File: src/design/sorted_table_prime_sidecross_assert.svh
// Assertion macros used by the top-level RTL file.
`ifndef SORTED_TABLE_PRIME_SIDECROSS_ASSERT_SVH
`define SORTED_TABLE_PRIME_SIDECROSS_ASSERT_SVH

// Implication checked at every rising clock edge outside reset.
`define STP_ASSERT_IMPL(label, clk, rst_n, ante, cons, msg) \
    label: assert property (@(posedge clk) disable iff (!rst_n) (ante) |-> (cons)) \
        else $error(msg);

// Next-cycle implication outside reset.
`define STP_ASSERT_NEXT(label, clk, rst_n, ante, cons, msg) \
    label: assert property (@(posedge clk) disable iff (!rst_n) (ante) |=> (cons)) \
        else $error(msg);

`endif

File: src/design/stp_pkg.sv
`default_nettype none
package stp_pkg;
    localparam int Capacity = 64;
    localparam int IdxW = 6;
    localparam int CntW = 7;

    typedef logic [1:0] action_t;
    localparam action_t ACT_INSERT = 2'd0;
    localparam action_t ACT_REMOVE = 2'd1;
    localparam action_t ACT_READ   = 2'd2;

    typedef logic [1:0] order_t;
    localparam order_t ORD_ASC   = 2'd0;
    localparam order_t ORD_PRIME = 2'd1;
    localparam order_t ORD_SIDE  = 2'd2;

    typedef logic [1:0] status_t;
    localparam status_t ST_OK        = 2'd0;
    localparam status_t ST_NOT_FOUND = 2'd1;
    localparam status_t ST_FULL      = 2'd2;
    localparam status_t ST_RANGE     = 2'd3;

    // Per-cycle command broadcast to every cell.
    typedef struct packed {
        logic              ins;     // insert shift pass
        logic              del;     // remove shift pass
        logic signed [31:0] value;
        logic              pm;
        logic [IdxW-1:0]   del_idx;  // first equal index for remove
    } cell_cmd_t;

    typedef enum logic [2:0] {
        S_IDLE, S_PRIME, S_SCAN, S_UPDATE, S_READ, S_DONE
    } state_t;
endpackage
`default_nettype wire

File: src/design/stp_prime.sv
`default_nettype none
// Trial-division primality test: one restoring divide bit per cycle.
module stp_prime
(
    input  wire logic              clk,
    input  wire logic              rst_n,
    input  wire logic              go,
    input  wire logic signed [31:0] value,
    output logic                   done,
    output logic                   is_prime
);
    import stp_pkg::*;

    typedef enum logic [1:0] {P_IDLE, P_CHECK, P_DIV, P_NEXT} pstate_t;

    pstate_t     state_reg, state_next;
    logic [30:0] n_reg, n_next;
    logic [16:0] d_reg, d_next;
    logic [30:0] rem_reg, rem_next;
    logic [4:0]  bit_reg, bit_next;
    logic        done_reg, done_next;
    logic        prime_reg, prime_next;
    logic [33:0] sq;
    logic [31:0] trial;

    assign sq = {17'd0, d_reg} * {17'd0, d_reg};
    assign trial = {rem_reg, n_reg[bit_reg]};

    always_ff @(posedge clk or negedge rst_n)
    begin
        if (!rst_n)
        begin
            state_reg <= P_IDLE;
            done_reg  <= 1'b0;
        end
        else
        begin
            state_reg <= state_next;
            done_reg  <= done_next;
        end
    end

    always_ff @(posedge clk)
    begin
        n_reg     <= n_next;
        d_reg     <= d_next;
        rem_reg   <= rem_next;
        bit_reg   <= bit_next;
        prime_reg <= prime_next;
    end

    // Square check, then a 31-step long division per divisor
    always_comb
    begin
        state_next = state_reg;
        n_next = n_reg;
        d_next = d_reg;
        rem_next = rem_reg;
        bit_next = bit_reg;
        prime_next = prime_reg;
        done_next = 1'b0;
        case (state_reg)
            P_IDLE:
            begin
                if (go)
                begin
                    n_next = value[30:0];
                    d_next = 17'd2;
                    if (value <= 32'sd1)
                    begin
                        prime_next = 1'b0;
                        done_next = 1'b1;
                    end
                    else
                        state_next = P_CHECK;
                end
            end
            P_CHECK:
            begin
                if (sq > {3'd0, n_reg})
                begin
                    prime_next = 1'b1;
                    done_next = 1'b1;
                    state_next = P_IDLE;
                end
                else
                begin
                    rem_next = '0;
                    bit_next = 5'd30;
                    state_next = P_DIV;
                end
            end
            P_DIV:
            begin
                if (trial >= {15'd0, d_reg})
                    rem_next = 31'(trial - {15'd0, d_reg});
                else
                    rem_next = trial[30:0];
                if (bit_reg == 5'd0)
                    state_next = P_NEXT;
                else
                    bit_next = bit_reg - 5'd1;
            end
            P_NEXT:
            begin
                if (rem_reg == '0)
                begin
                    prime_next = 1'b0;
                    done_next = 1'b1;
                    state_next = P_IDLE;
                end
                else
                begin
                    d_next = d_reg + 17'd1;
                    state_next = P_CHECK;
                end
            end
            default: state_next = P_IDLE;
        endcase
    end

    assign done = done_reg;
    assign is_prime = prime_reg;
endmodule
`default_nettype wire

File: config.mk
export PLATFORM = sky130hd
export DESIGN_NAME = stp_prime
export DESIGN_NICKNAME = d
export VERILOG_FILES = /design/src/design/sorted_table_prime_sidecross_assert.svh /design/src/design/stp_pkg.sv /design/src/design/stp_prime.sv
export SDC_FILE = /design/constraint.sdc
export NUM_CORES = 1
export LEC_CHECK = 0
export ABC_CLOCK_PERIOD_IN_PS = 9550
export BUFFER_PORTS_ARGS = -buffer_cell sky130_fd_sc_hd__buf_2
export CORE_UTILIZATION = 59
export DETAILED_ROUTE_END_ITERATION = 16
export PLACE_DENSITY = 0.79
export SYNTH_ARGS = -nofsm -noshare
export SYNTH_HDL_FRONTEND = slang
export SYNTH_SLANG_ARGS = --single-unit
File: constraint.sdc
create_clock -name clk -period 9.55 [get_ports clk]
set_clock_uncertainty 0.05 [all_clocks]
set_input_delay 1.4325 -clock clk [delete_from_list [all_inputs] [get_ports clk]]
set_output_delay 1.4325 -clock clk [all_outputs]
set_load 0.1 [all_outputs]
==> impl_metrics.json <==
{
  "met2_length_mm": 15.2,
  "synth-edff-count": 85,
  "chipHeight_um": 157,
  "postSynthCellCount": 1527,
  "critPathCaptureType": "register",
  "die_x_um": 157,
  "coreArea_um2": 23500,
  "path_clk_slew_ns": 0.07,
  "grt.overflow.total": 0,
  "synth_commonest_cells": "inv_1 (325), fa_1 (193), ha_1 (160)",
  "drive_gt1_share_pct": 7.64,
  "syn_area_per_cell_um2": 9.27,
  "synth_top_area_cell": "fa_1",
  "async_reset_ff_share_pct": 3.41,
  "yosys-top-cells-area": "fa_1 (27%), edfxtp_1 (18%), ha_1 (14%)",
  "die_area_um2": 24600,
  "r2r_slack_ns": 0.61,
  "pre_cts_ws_ns": 0.658,
  "synth_cell_types": 74,
  "rows": 56,
  "crit_slowest_cell": "edfxtp_1",
  "worstPathArrival_ns": 8.90,
  "cp.required_ns": 9.51,
  "min_path_cells": 1,
  "clock-sinks": 88,
  "cts_setup_buffers": 0,
  "grt_util_all_layers_pct": 29.6,
  "critPathMaxStageDelay_ns": 0.71,
  "relSlewSlack_pct": 14.9,
  "synth_ff_type": "edfxtp_1",
  "dr_wl_met3_mm": 2.53,
  "antenna_found_initial": 0,
  "gp_congestion": 1.00,
  "vias": 10800,
  "setup_violations": 0,
  "drc": 0,
  "clock.fmax_mhz": 112,
  "worst_pin_slew_ns": 1.27,
  "hold_viol": 0,
  "grt_max_degree": 33,
  "rr_endpoint": "rem_reg[29]$_SDFFCE_PN0P_",
  "ys_seq_area_share_pct": 18.6,
  "r2r_start": "d_reg[9]$_SDFFCE_PN0P_",
  "whs_ns": 0.575,
  "worstSetupPathType": "reg -> reg",
  "htreeDepth": 3,
  "io_buffer_count": 36,
  "netlist.area_leader.share_pct": 27.3,
  "tns_ns": 0,
  "worst_hold_path_type": "reg -> reg",
  "cap_violations": 0,
  "drt_iter0_drc": 955,
  "drt_pass1_iterations": 5,
  "rsz0062_at_grt": "no",
  "path_max_fanout": 31,
  "slew_viol_final": 0,
  "grt_pass1_wl_mm": 56.2,
  "cts_hold_buf": 0,
  "diodes": 0,
  "hold_end": "state_reg[0]$_DFFE_PN0P_",
  "initial_core_util_pct": 60.3,
  "hpwl_mm": 27.2,
  "root_buffer": "clkbuf_16",
  "routed_wl_mm": 33.2,
  "syn_area_um2": 14100,
  "wl_met1_mm": 14.4,
  "clock_latency_ns": 0.35,
  "viasPerCell": 5.74,
  "status": "completed",
  "numCtsBuffers": 9,
  "synth_most_common_cell": "inv_1",
  "io_pins": 37,
  "start_kind": "register",
  "finalWorstSetupSlack_ns": 0.611,
  "synth_fp_nets": 1915,
  "crit_start": "d_reg[9]$_SDFFCE_PN0P_",
  "cts_buffer_depth": 2,
  "ys_ff_latch": 88,
  "yosys_warnings": 0,
  "nets": 1941,
  "cts_tree": "yes",
  "reg2reg_depth": 31,
  "wl_per_cell_um": 17.7,
  "area_growth_pct": 5.74,
  "route.antenna.remaining_nets": 0,
  "fin_util_pct": 63.7,
  "topRoutingLayerUsed": "met4",
  "final.period_utilization_pct": 93.6,
  "grt_pass1_vias": 11300,
  "finalCriticalPeriod_ns": 8.94,
  "cp_common_cell": "fa_1"
}
## logic make-up after synthesis
| group | share of synthesized area (%) |
|---|---|
| AOI/OAI and AO/OA | 9.58 |
| muxes | 2.15 |
| and+or+nand+nor | 13.9 |
| xor gates and xnor gates | 4.15 |
| buffers and inverters | 10.2 |
| DFF | 18.6 |
| adders and majority gates | 41.5 |
## placed cells by master (no fill, tap or decap), types with 11 or more instances in the layout
cell and instances:
xor2_1 16, nand2_1 150, edfxtp_1 85, fa_1 193, nand4_1 18, nor4_1 22
buf_2 36, or2_2 11, a211oi_1 13, ha_1 160, o21ai_0 41, a21oi_1 60
inv_1 325, a21o_1 19, buf_4 19, xnor2_1 51, nand3_1 20, nor2_1 120
nor3_1 19
## worst max-delay path by stage
| stage | depth (start not counted) | slack, ns | to |
|---|---|---|---|
| after global placement | 28 | 0.85 | bit_reg[1]$_SDFFCE_PN1P_ |
| after detailed placement | 30 | 0.66 | bit_reg[1]$_SDFFCE_PN1P_ |
| after CTS | 30 | 0.62 | bit_reg[1]$_SDFFCE_PN1P_ |
| after global routing | 31 | 0.08 | rem_reg[3]$_SDFFCE_PN0P_ |
| final | 31 | 0.61 | rem_reg[29]$_SDFFCE_PN0P_ |
| after floorplan | 29 | 0.51 | rem_reg[0]$_SDFFCE_PN0P_ |
## cell type report
cell class | instances | area (um2)
inverters | 335 | 1260
clock inverters | 6 | 42.5
repair buffers | 55 | 323
fillers | 1872 | 8510
well taps | 319 | 399
multi-input cells | 1064 | 10100
clock buffers | 10 | 229
flip-flops and latches | 88 | 2630
## worst max-delay path, delay by kind of cell (launching register included)
kind                       cells  cell delay [ns]
adders and majority gates      8             3.70
muxes                          1             0.21
buffers and inverters          6             1.04
AOI/OAI and AO/OA             11             1.82
and+or+nand+nor                5             1.03
DFF                            1             0.71
## through the flow
stage	cells	instance area, um2
floorplan	1527	14100
global placement	1861	14700
detailed placement	1861	14700
CTS	1877	15000
global route	1877	15000
finish	1877	15000
## layer usage
layer	track usage, %	vias to the layer above
met3	4.49	67
met1	41.0	5220
met5	0	-
met4	11.3	0
li1	-	5029
met2	46.9	462
## timing repair
action / CTS / global route
hold endpoints to repair: 0 / 0
resized for setup: 0 / 2
endpoints found under the setup margin: 0 / 5
Power is left out: the tool's default activity adds up to more than one toggle a clock period on the data nets, which glitch-free logic cannot reach.
