## config.mk

```make
export PLATFORM = sky130hd
export DESIGN_NAME = stp_cell
export DESIGN_NICKNAME = d
export VERILOG_FILES = /design/src/design/sorted_table_prime_sidecross_assert.svh /design/src/design/stp_pkg.sv /design/src/design/stp_cell.sv
export SDC_FILE = /design/constraint.sdc
export NUM_CORES = 1
export LEC_CHECK = 0
export BUFFER_PORTS_ARGS = -buffer_cell sky130_fd_sc_hd__clkbuf_2
export CAP_MARGIN = 20
export CORE_MARGIN = 3
export CORE_UTILIZATION = 49
export DETAILED_ROUTE_END_ITERATION = 12
export PLACE_DENSITY = 0.87
export SLEW_MARGIN = 20
export SYNTH_ARGS = -nofsm -noshare
export SYNTH_HDL_FRONTEND = slang
export SYNTH_SLANG_ARGS = --single-unit
```

## constraint.sdc

```tcl
create_clock -name clk -period 11.6 [get_ports clk]
set_input_delay 2.32 -clock clk [delete_from_list [all_inputs] [get_ports clk]]
set_output_delay 2.32 -clock clk [all_outputs]
set_load 0.01 [all_outputs]
```

## src/design/sorted_table_prime_sidecross_assert.svh

```systemverilog
// Assertion macros used by the top-level RTL file.
`ifndef SORTED_TABLE_PRIME_SIDECROSS_ASSERT_SVH
`define SORTED_TABLE_PRIME_SIDECROSS_ASSERT_SVH

// Implication checked at every rising clock edge outside reset.
`define STP_ASSERT_IMPL(label, clk, rst_n, ante, cons, msg) \
    label: assert property (@(posedge clk) disable iff (!rst_n) (ante) |-> (cons)) \
        else $error(msg);

// Next-cycle implication outside reset.
`define STP_ASSERT_NEXT(label, clk, rst_n, ante, cons, msg) \
    label: assert property (@(posedge clk) disable iff (!rst_n) (ante) |=> (cons)) \
        else $error(msg);

`endif

```

## src/design/stp_pkg.sv

```systemverilog
`default_nettype none
package stp_pkg;
    localparam int Capacity = 64;
    localparam int IdxW = 6;
    localparam int CntW = 7;

    typedef logic [1:0] action_t;
    localparam action_t ACT_INSERT = 2'd0;
    localparam action_t ACT_REMOVE = 2'd1;
    localparam action_t ACT_READ   = 2'd2;

    typedef logic [1:0] order_t;
    localparam order_t ORD_ASC   = 2'd0;
    localparam order_t ORD_PRIME = 2'd1;
    localparam order_t ORD_SIDE  = 2'd2;

    typedef logic [1:0] status_t;
    localparam status_t ST_OK        = 2'd0;
    localparam status_t ST_NOT_FOUND = 2'd1;
    localparam status_t ST_FULL      = 2'd2;
    localparam status_t ST_RANGE     = 2'd3;

    // Per-cycle command broadcast to every cell.
    typedef struct packed {
        logic              ins;     // insert shift pass
        logic              del;     // remove shift pass
        logic signed [31:0] value;
        logic              pm;
        logic [IdxW-1:0]   del_idx;  // first equal index for remove
    } cell_cmd_t;

    typedef enum logic [2:0] {
        S_IDLE, S_PRIME, S_SCAN, S_UPDATE, S_READ, S_DONE
    } state_t;
endpackage
`default_nettype wire

```

## src/design/stp_cell.sv

```systemverilog
`default_nettype none
// One table slot; takes its neighbor's entry during shift passes.
module stp_cell
(
    input  wire logic                      clk,
    input  wire logic [stp_pkg::IdxW-1:0]  idx,
    input  wire logic [stp_pkg::CntW-1:0]  count,
    input  wire stp_pkg::cell_cmd_t        cmd,
    input  wire logic signed [31:0]        left_val,
    input  wire logic                      left_pm,
    input  wire logic                      left_gt,
    input  wire logic signed [31:0]        right_val,
    input  wire logic                      right_pm,
    output logic signed [31:0]             val,
    output logic                           pm,
    output logic                           gt,
    output logic                           eq
);
    import stp_pkg::*;

    logic signed [31:0] val_reg;
    logic               pm_reg;
    logic               live;

    assign live = {1'b0, idx} < count;
    assign gt = live && (val_reg > cmd.value);
    assign eq = live && (val_reg == cmd.value);

    always_ff @(posedge clk)
    begin
        if (cmd.ins && ({1'b0, idx} <= count))
        begin
            // slot at count is empty; it takes the insert or its neighbor
            if (left_gt)
            begin
                val_reg <= left_val;
                pm_reg  <= left_pm;
            end
            else if (gt || ({1'b0, idx} == count))
            begin
                val_reg <= cmd.value;
                pm_reg  <= cmd.pm;
            end
        end
        else if (cmd.del && (idx >= cmd.del_idx))
        begin
            val_reg <= right_val;
            pm_reg  <= right_pm;
        end
    end

    assign val = val_reg;
    assign pm = pm_reg;
endmodule
`default_nettype wire

```

==> results of run 1 <==
-- routing by layer --
| metal | vias up | share of wire | track usage |
|---|---|---|---|
| met5 | - | 0 | 0 |
| met4 | 0 | 0.016 | 0.0814 |
| met3 | 13 | 0.082 | 0.0504 |
| met2 | 118 | 0.51 | 0.424 |
| met1 | 1219 | 0.39 | 0.251 |
| li1 | 1406 | - | - |
-- final cells by class --
cell class / instances / area (um2) / area share
clock inverters: 3 / 17.5 / 0.00462
clock buffers: 5 / 68.8 / 0.0182
flip-flops and latches: 33 / 991 / 0.261
inverters: 46 / 173 / 0.0455
well taps: 70 / 87.6 / 0.0231
repair buffers: 159 / 823 / 0.217
multi-input cells: 216 / 1630 / 0.430
-- Yosys cell counts, types with 2 or more instances --
| master | number | area [um2] |
|---|---|---|
| sky130_fd_sc_hd__buf_2 | 4 | 20.0 |
| sky130_fd_sc_hd__a21oi_1 | 18 | 90.1 |
| sky130_fd_sc_hd__clkbuf_1 | 7 | 26.3 |
| sky130_fd_sc_hd__nand3_1 | 2 | 10.0 |
| sky130_fd_sc_hd__and3_1 | 2 | 12.5 |
| sky130_fd_sc_hd__a21o_1 | 4 | 30.0 |
| sky130_fd_sc_hd__inv_1 | 46 | 173 |
| sky130_fd_sc_hd__nor2_1 | 4 | 15.0 |
| sky130_fd_sc_hd__mux2i_1 | 33 | 330 |
| sky130_fd_sc_hd__o21ai_1 | 36 | 180 |
| sky130_fd_sc_hd__o21ai_0 | 2 | 10.0 |
| sky130_fd_sc_hd__nand4_1 | 5 | 31.3 |
| sky130_fd_sc_hd__nand2b_1 | 2 | 12.5 |
| sky130_fd_sc_hd__edfxtp_1 | 33 | 991 |
| sky130_fd_sc_hd__nand2_1 | 43 | 161 |
| sky130_fd_sc_hd__or3_1 | 2 | 12.5 |
| sky130_fd_sc_hd__ha_1 | 44 | 551 |
| sky130_fd_sc_hd__a31oi_1 | 2 | 12.5 |
-- metrics by stage --
stage / instances / setup WS (ns) / power, mW
floorplan: 306 / 5.27 / 0.248
global placement: 523 / 4.88 / 0.304
detailed placement: 523 / 4.89 / 0.311
CTS: 531 / 4.88 / 0.397
global route: 532 / 4.75 / 0.427
finish: 532 / 4.88 / 0.396
-- worst max-delay path: cells and delay by family --
| family | cells | cell delay [ns] |
|---|---|---|
| fa+ha+maj | 1 | 0.30 |
| simple gates | 2 | 0.68 |
| compound gates | 3 | 0.76 |
| buf+inv | 3 | 0.33 |
-- report_power, final --
part / internal (mW) / switching [mW] / leakage (nW)
logic: 0.0675 / 0.0789 / 1.73
clock network: 0.0414 / 0.0441 / 0.0439
registers: 0.155 / 0.00934 / 0.326
-- logic make-up after synthesis --
logic type,count (synthesis)
mux,33
compound gates,71
simple gates,68
fa+ha+maj,44
flops,33
buf+inv,57
-- worst paths after layout --
check / from / endpoint / slack, ns / cells past startpoint
worst max-delay path: cmd[21] / gt / 4.88 / 9
worst min-delay path: val[31] / val[22] / 1.19 / 3
worst max register to register: val[14] / val[17] / 8.39 / 8
worst min register to register: val[31] / val[22] / 1.19 / 3
==> run summary, run 1 <==
The flow ran to the end, and the final reports show no timing, DRC or antenna violations. The routed via count divided by cell count came out at between 5 and 6. The design area is 3790 um2.

The final wirelength is approximately 7500 um. Summed over all layers, the global routing overflow is 0. After floorplanning, the core was divided into 26 placement rows. The count of port buffers added during placement came out at between 150 and 200. The TritonCTS clock tree is yes. The setup total negative slack is 0 ns. Setup repair after global routing left no endpoint under its margin. In this run the number of H-tree levels came out at 2.

The final number of max-transition violations was 0. For this run, the share of the core covered by cells in the final layout is 0.711. The vertical extent of the die is about 82 um. The top cell types in the final layout, fill and taps aside, are 156 x sky130_fd_sc_hd__clkbuf_2, 46 x sky130_fd_sc_hd__inv_1, 44 x sky130_fd_sc_hd__ha_1. The area of the mapped netlist is between 2000 and 3000 um2. The slew at the pin with the worst max-slew slack is a little over 0.6 ns. IR analysis of the VDD net gives a maximum drop of about 0.075 mV. The critical path required time came out at slightly above 9 ns. The minimum hold slack is 1.19 ns. The worst setup path is of the in2out kind. In the finished design, the share of the clock period the worst path needs comes to 0.579. The max-slew headroom at the worst pin is 0.593. The buffer depth of the longest clock path came out at 2. The placer congestion estimate is slightly above 0.8. The number of top-level design ports is 157. The via count of the first global-routing pass is 2815. The number of hold violations in the final report is 0. The share of synthesized area spent on multiplexers is 0.117. 0 antenna diodes ended up in the layout. In this run, post-CTS hold repair placed 0 buffers. The wire length per cell after detailed routing is around 14 um. The netlist uses 35 different library cells.

CTS placed an instance of sky130_fd_sc_hd__clkbuf_8 at the clock tree root. The worst stage delay on the critical path is 0.56 ns. Once detailed placement completed, the half-perimeter wirelength came to roughly 6200 um. Static timing analysis puts the maximum clock frequency at ~150 MHz. The initial core utilization came out at 0.527.

The filler cells instantiated in the layout total about 420. Once the clock tree was built, the setup fixing pass inserted 0 buffers. After floorplanning, the core was sized to cover about 5300 um2. The count of nets left with antenna violations once routing finished came out at 0. The cell leakage power is around 2.1 nW. The largest net degree at the start of global routing is 67. The minimum clock period after layout came out at 6.72 ns.

The share of async-settable or async-resettable flops after synthesis came out at 0. The power density over the cells came out at between 100 and 150 nW/um2. Gates resized during post-CTS repair numbered 0. Synthesis handed over a netlist of roughly 310 instances. The average instance in the mapped netlist occupies 9.19 um2. The share of layout cells above drive strength 1 is 0.374. The data arrival time of the worst path came out at 4.40 ns.

The total global-route track usage came out at 0.228. Detailed routing inserted a total of between 2000 and 3000 vias. The DRC violation count after routing is 0.

After synthesis, the largest family of logic cells by area is adder cells. The share of the synthesized netlist area taken by xor and xnor gates came out at 0. The tool flagged a number of max-cap violations equal to 0. The number of synthesized flops with an enable pin came out at 33. When the netlist entered floorplanning its net count stood at around 470.

The sequential cell area fraction in the yosys report is 0.352. The register with the most flip-flops in the layout has 32 of them. The total CTS buffers came out at 5.

The overall die area is approximately 6700 um2. The synthesized flop and latch total is 33. Counting stages on the worst path, the most repeated cell is sky130_fd_sc_hd__clkbuf_2. Along the worst path, the maximum fanout reaches 3. The setup skew after layout came out at about 0.008 ns. The number of antenna violations at the first check in global routing came to 0.

The nature of the critical path endpoint is an output pin. The pre-antenna-repair detailed-routing pass consisted of 5 iterations. Leaving out fill and tap cells, the most frequent cell in the layout is sky130_fd_sc_hd__clkbuf_2. Of the total synthesized cell area, the portion taken by AND, OR, NAND and NOR gates is 0.113.

The number of warning messages in the yosys log is 0. At the end of the flow, the number of nets in the layout was between 600 and 700. For this run, the leading register cell type out of synthesis is sky130_fd_sc_hd__edfxtp_1. From synthesis to final layout, the design area changed by 34.8%. The slowest stage of the critical path is the sky130_fd_sc_hd__or4_1 cell.

The first-pass GRT wire length is approximately 12000 um. Of the total synthesized cell area, the portion taken by full adders, half adders and majority gates is 0.196. STA classifies the critical path startpoint as an input port.

The die width is about 80 um. The path type of the worst min-delay path is reg2reg. The post-synthesis compound-gate area fraction is 0.143.

The clock net in this run drives a total of 33 sinks. Clock-pin slew was measured on the worst setup and hold paths at roughly 0.070 ns. The worst-skew pair later-pin latency is 0.28 ns.

The count of final setup violators is 0. The initial detailed-routing violation count came out at between 100 and 150. Traced cell by cell, the critical path runs through clkbuf_2 > inv_1 > ha_1 > nand4_1 > or4_1 > o221ai_1 > a31oi_1 > a311oi_2 > clkbuf_2. The placed instances occupy a cell area of about 3700 um2.
(Power assumes the default switching activity.)
==> run 2: changes to the inputs <==
--- a/config.mk
+++ b/config.mk
@@ -8,9 +8,9 @@
 export BUFFER_PORTS_ARGS = -buffer_cell sky130_fd_sc_hd__clkbuf_2
 export CAP_MARGIN = 20
 export CORE_MARGIN = 3
-export CORE_UTILIZATION = 49
+export CORE_UTILIZATION = 45
 export DETAILED_ROUTE_END_ITERATION = 12
-export PLACE_DENSITY = 0.87
+export PLACE_DENSITY = 0.81
 export SLEW_MARGIN = 20
 export SYNTH_ARGS = -nofsm -noshare
 export SYNTH_HDL_FRONTEND = slang
==> constraint.sdc (replaced) <==
create_clock -name clk -period 6.9 [get_ports clk]
set_input_delay 1.38 -clock clk [delete_from_list [all_inputs] [get_ports clk]]
set_output_delay 1.38 -clock clk [all_outputs]
set_load 0.01 [all_outputs]
==> run 2 against run 1 <==
  * Via count is 0.29% lower
  * Sequential share of layout area is 0.22 points higher
  * Total power is 65% higher
  * Critical path type unchanged
  * Largest cell class unchanged
==> run summary, run 2 (synthesis gave the netlist of run 1 again) <==
The root buffer selected by CTS is sky130_fd_sc_hd__clkbuf_8 (unchanged). The routed length on met2 came out at 3810 um (was 3820 um). The die width is 85.0 um (was 81.7 um). The dominant cell type by count on the critical path is sky130_fd_sc_hd__clkbuf_2 (unchanged). The slew at the pin with the worst max-slew slack came out at 1.07 ns (was 0.610 ns). The largest driver fanout on the critical path came out at 3 (unchanged). The final wirelength is 7570 um (was 7510 um). The number of antenna violations at the first check in global routing is 0 (unchanged). The via count was 2748 (was 2756). The post-cts hold buffer count is 0 (unchanged).

The data arrival time of the worst path is 3.55 ns (was 4.40 ns). The share of layout cells above drive strength 1 is 0.367 (was 0.374). The core area is 5990 um2 (was 5340 um2).

The cell class contributing the biggest share of worst-path delay is compound AO/OA/AOI/OAI gates (unchanged). The setup total negative slack is 0 ns (unchanged). The cell count of the worst reg-to-reg path came out at 7 (was 8). The critical path required time is 5.52 ns (was 9.28 ns). The final critical-path share of the clock period is 0.714. The nature of the critical path endpoint is an output pin (unchanged). The HPWL after detailed placement is 6310 um (was 6180 um).

The kind of start point of the critical path was an input port (unchanged). The path type of the worst min-delay path is reg2reg (unchanged). The portion of total power attributed to sequential cells is 0.423 (was 0.414). The worst-skew pair later-pin latency is 0.28 ns (about the same). The overall die area came to 7230 um2 (was 6680 um2). Most frequent cells in the layout: 156 x sky130_fd_sc_hd__clkbuf_2, 46 x sky130_fd_sc_hd__inv_1, 44 x sky130_fd_sc_hd__ha_1 (unchanged). The total CTS buffers came out at 5 (unchanged). The worst path buffer plus inverter count came to 3 (unchanged). The number of cells upsized or downsized after cts came out at 0 (unchanged). The power density over the cells was 174 nW/um2 (was 104 nW/um2). The cell leakage power is 2.09 nW (was 2.10 nW). The worst path needs about 4.9 ns of the cycle, external delays included. Setup repair after global routing missed its margin: false (unchanged).

The TritonCTS clock tree was yes (unchanged). The non-filler instance count after layout is 535 (was 532). The antenna violation net count after detailed routing is 0 (unchanged). The largest net degree at the start of global routing is 39 (was 67). The number of post-CTS setup repair buffers came to 0 (unchanged). The flip-flop count of the largest register after layout came out at 32 (unchanged).

The number of sinks handled by clock tree synthesis is 33 (unchanged). The DRC violation count after routing is 0 (unchanged). The uppermost layer routed was met4 (unchanged). The most common library cell in the layout ignoring fill and taps is sky130_fd_sc_hd__clkbuf_2 (unchanged). The final number of max-transition violations came out at 0 (unchanged). The max-slew headroom at the worst pin is 0.283 (was 0.593). The number of levels the H-tree was split into came to 2 (unchanged).

The type of the setup path with the least slack is in2out (unchanged). The placer congestion estimate came out at 0.772 (was 0.806). The wire length per cell after detailed routing came out at 14.2 um (was 14.1 um). The total global-route track usage came out at 0.207 (was 0.228). The power consumption came out at 0.653 mW (was 0.396 mW). The net count reported at finish is 626 (was 627). The count of port buffers added during placement came to 156 (unchanged). The clock-pin slew of the registers on the worst-case setup and hold paths is 0.07 ns (about the same).

Cell chain of the critical path: clkbuf_2 > inv_1 > ha_1 > nand4_1 > or4_1 > o221ai_1 > a31oi_1 > a311oi_2 > clkbuf_2 (unchanged). The proportion of total power due to net switching is 0.330 (was 0.334). Status: finished, final reports clean (unchanged). The number of top-level design ports is 157 (unchanged).

The number of hold violations in the final report was 0 (unchanged). The count of final setup violators came to 0 (unchanged). The number of cells on the worst hold path is 3 (unchanged). The global route total overflow is 0 (unchanged).

The worst stage delay on the critical path was 0.58 ns (was 0.56 ns). The initial core utilization came out at 0.469 (was 0.527). The vertical extent of the die is 85.0 um (was 81.7 um). The amount of wire on met3 after detailed routing came out at 577 um (was 617 um). The max-cap check violation count was 0 (unchanged). The routed via count divided by cell count came out at 5.14 (was 5.18). The setup skew after layout came out at 0.00422 ns (was 0.00797 ns). The cell-internal power came out at 0.437 mW (was 0.264 mW).

The buffer depth of the longest clock path came out at 2 (unchanged). The count of TritonRoute iterations in the first routing pass was 4 (was 5). The instance count after placement with tap cells included was 528 (was 523). The maximum clock frequency came out at between 200 and 250 MHz. The path length in cells of the critical path came out at 9 (unchanged). The power spent charging and discharging nets came out at 0.216 mW (was 0.132 mW). The initial detailed-routing violation count was 64 (was 127). The wire length on met1 is 3030 um (was 2940 um). The antenna diode count was 0 (unchanged).

The via count of the first global-routing pass came out at 2738 (was 2815). The first-pass GRT wire length is 12200 um (was 11900 um). The number of placement rows came out at 28 (was 26). The worst supply voltage drop on vdd is 0.104 mV (was 0.0754 mV).

The combinational share of power is 0.369 (was 0.370). The share of power burned in the clock network is 0.208 (was 0.216). The relative area change from synthesis to final layout came out at 33.7% (was 34.8%).

The critical path's slowest cell was sky130_fd_sc_hd__or4_1 (unchanged).
-- run 2: changes by cell type in the layout (fill, tap and decap cells not counted), sizes merged --
cell	previous run	this run
buf	3	2
clkbuf	161	162
clkinv	2	1
clkinvlp	1	0
-- run 2: worst paths after layout --
path,slack (ns),end,startpoint
setup reg to reg,3.41,val[5],val[14]
hold reg to reg,1.32,val[27],val[31]
hold / removal,1.32,val[27],val[31]
setup / recovery,1.97,gt,cmd[21]
-- run 2: power by group through the flow --
stage	registers [mW]	clock network, mW	logic, mW
2_1_floorplan	0.293	0	0.123
3_3_place_gp	0.279	0	0.233
3_5_place_dp	0.281	0	0.242
4_1_cts	0.277	0.139	0.244
5_1_grt	0.280	0.147	0.273
6_report	0.276	0.136	0.241
-- run 2: through the flow --
step           cell area (um2)  setup WS [ns]   util  hold WS [ns]
2_1_floorplan             2810           1.65      -          1.48
3_3_place_gp              3680           2.02  0.615          1.29
3_5_place_dp              3680           1.99  0.615          1.31
4_1_cts                   3760           1.97  0.628          1.33
5_1_grt                   3760           1.83  0.628          1.39
6_report                  3760           1.97  0.628          1.32
-- run 2: final cells by class --
cell class	instances	area (um2)
fillers	534	2230
clock inverters	1	3.75
well taps	75	93.8
flip-flops and latches	33	991
multi-input cells	216	1630
inverters	46	173
clock buffers	6	72.6
repair buffers	158	796
-- run 2: worst register-to-register path: cells and delay by family, from the launching register on --
kind / cells / cell delay, ns
AND/OR/NAND/NOR: 2 / 0.72
adder cells (fa/ha/maj): 1 / 0.34
AO/OA/AOI/OAI: 4 / 1.63
flip-flops: 1 / 0.40
-- run 2: metal layers --
layer / vias to the layer above / global-route usage
met4: 0 / 0.0691
li1: 1393 / -
met2: 110 / 0.376
met5: - / 0
met1: 1230 / 0.246
met3: 15 / 0.0350
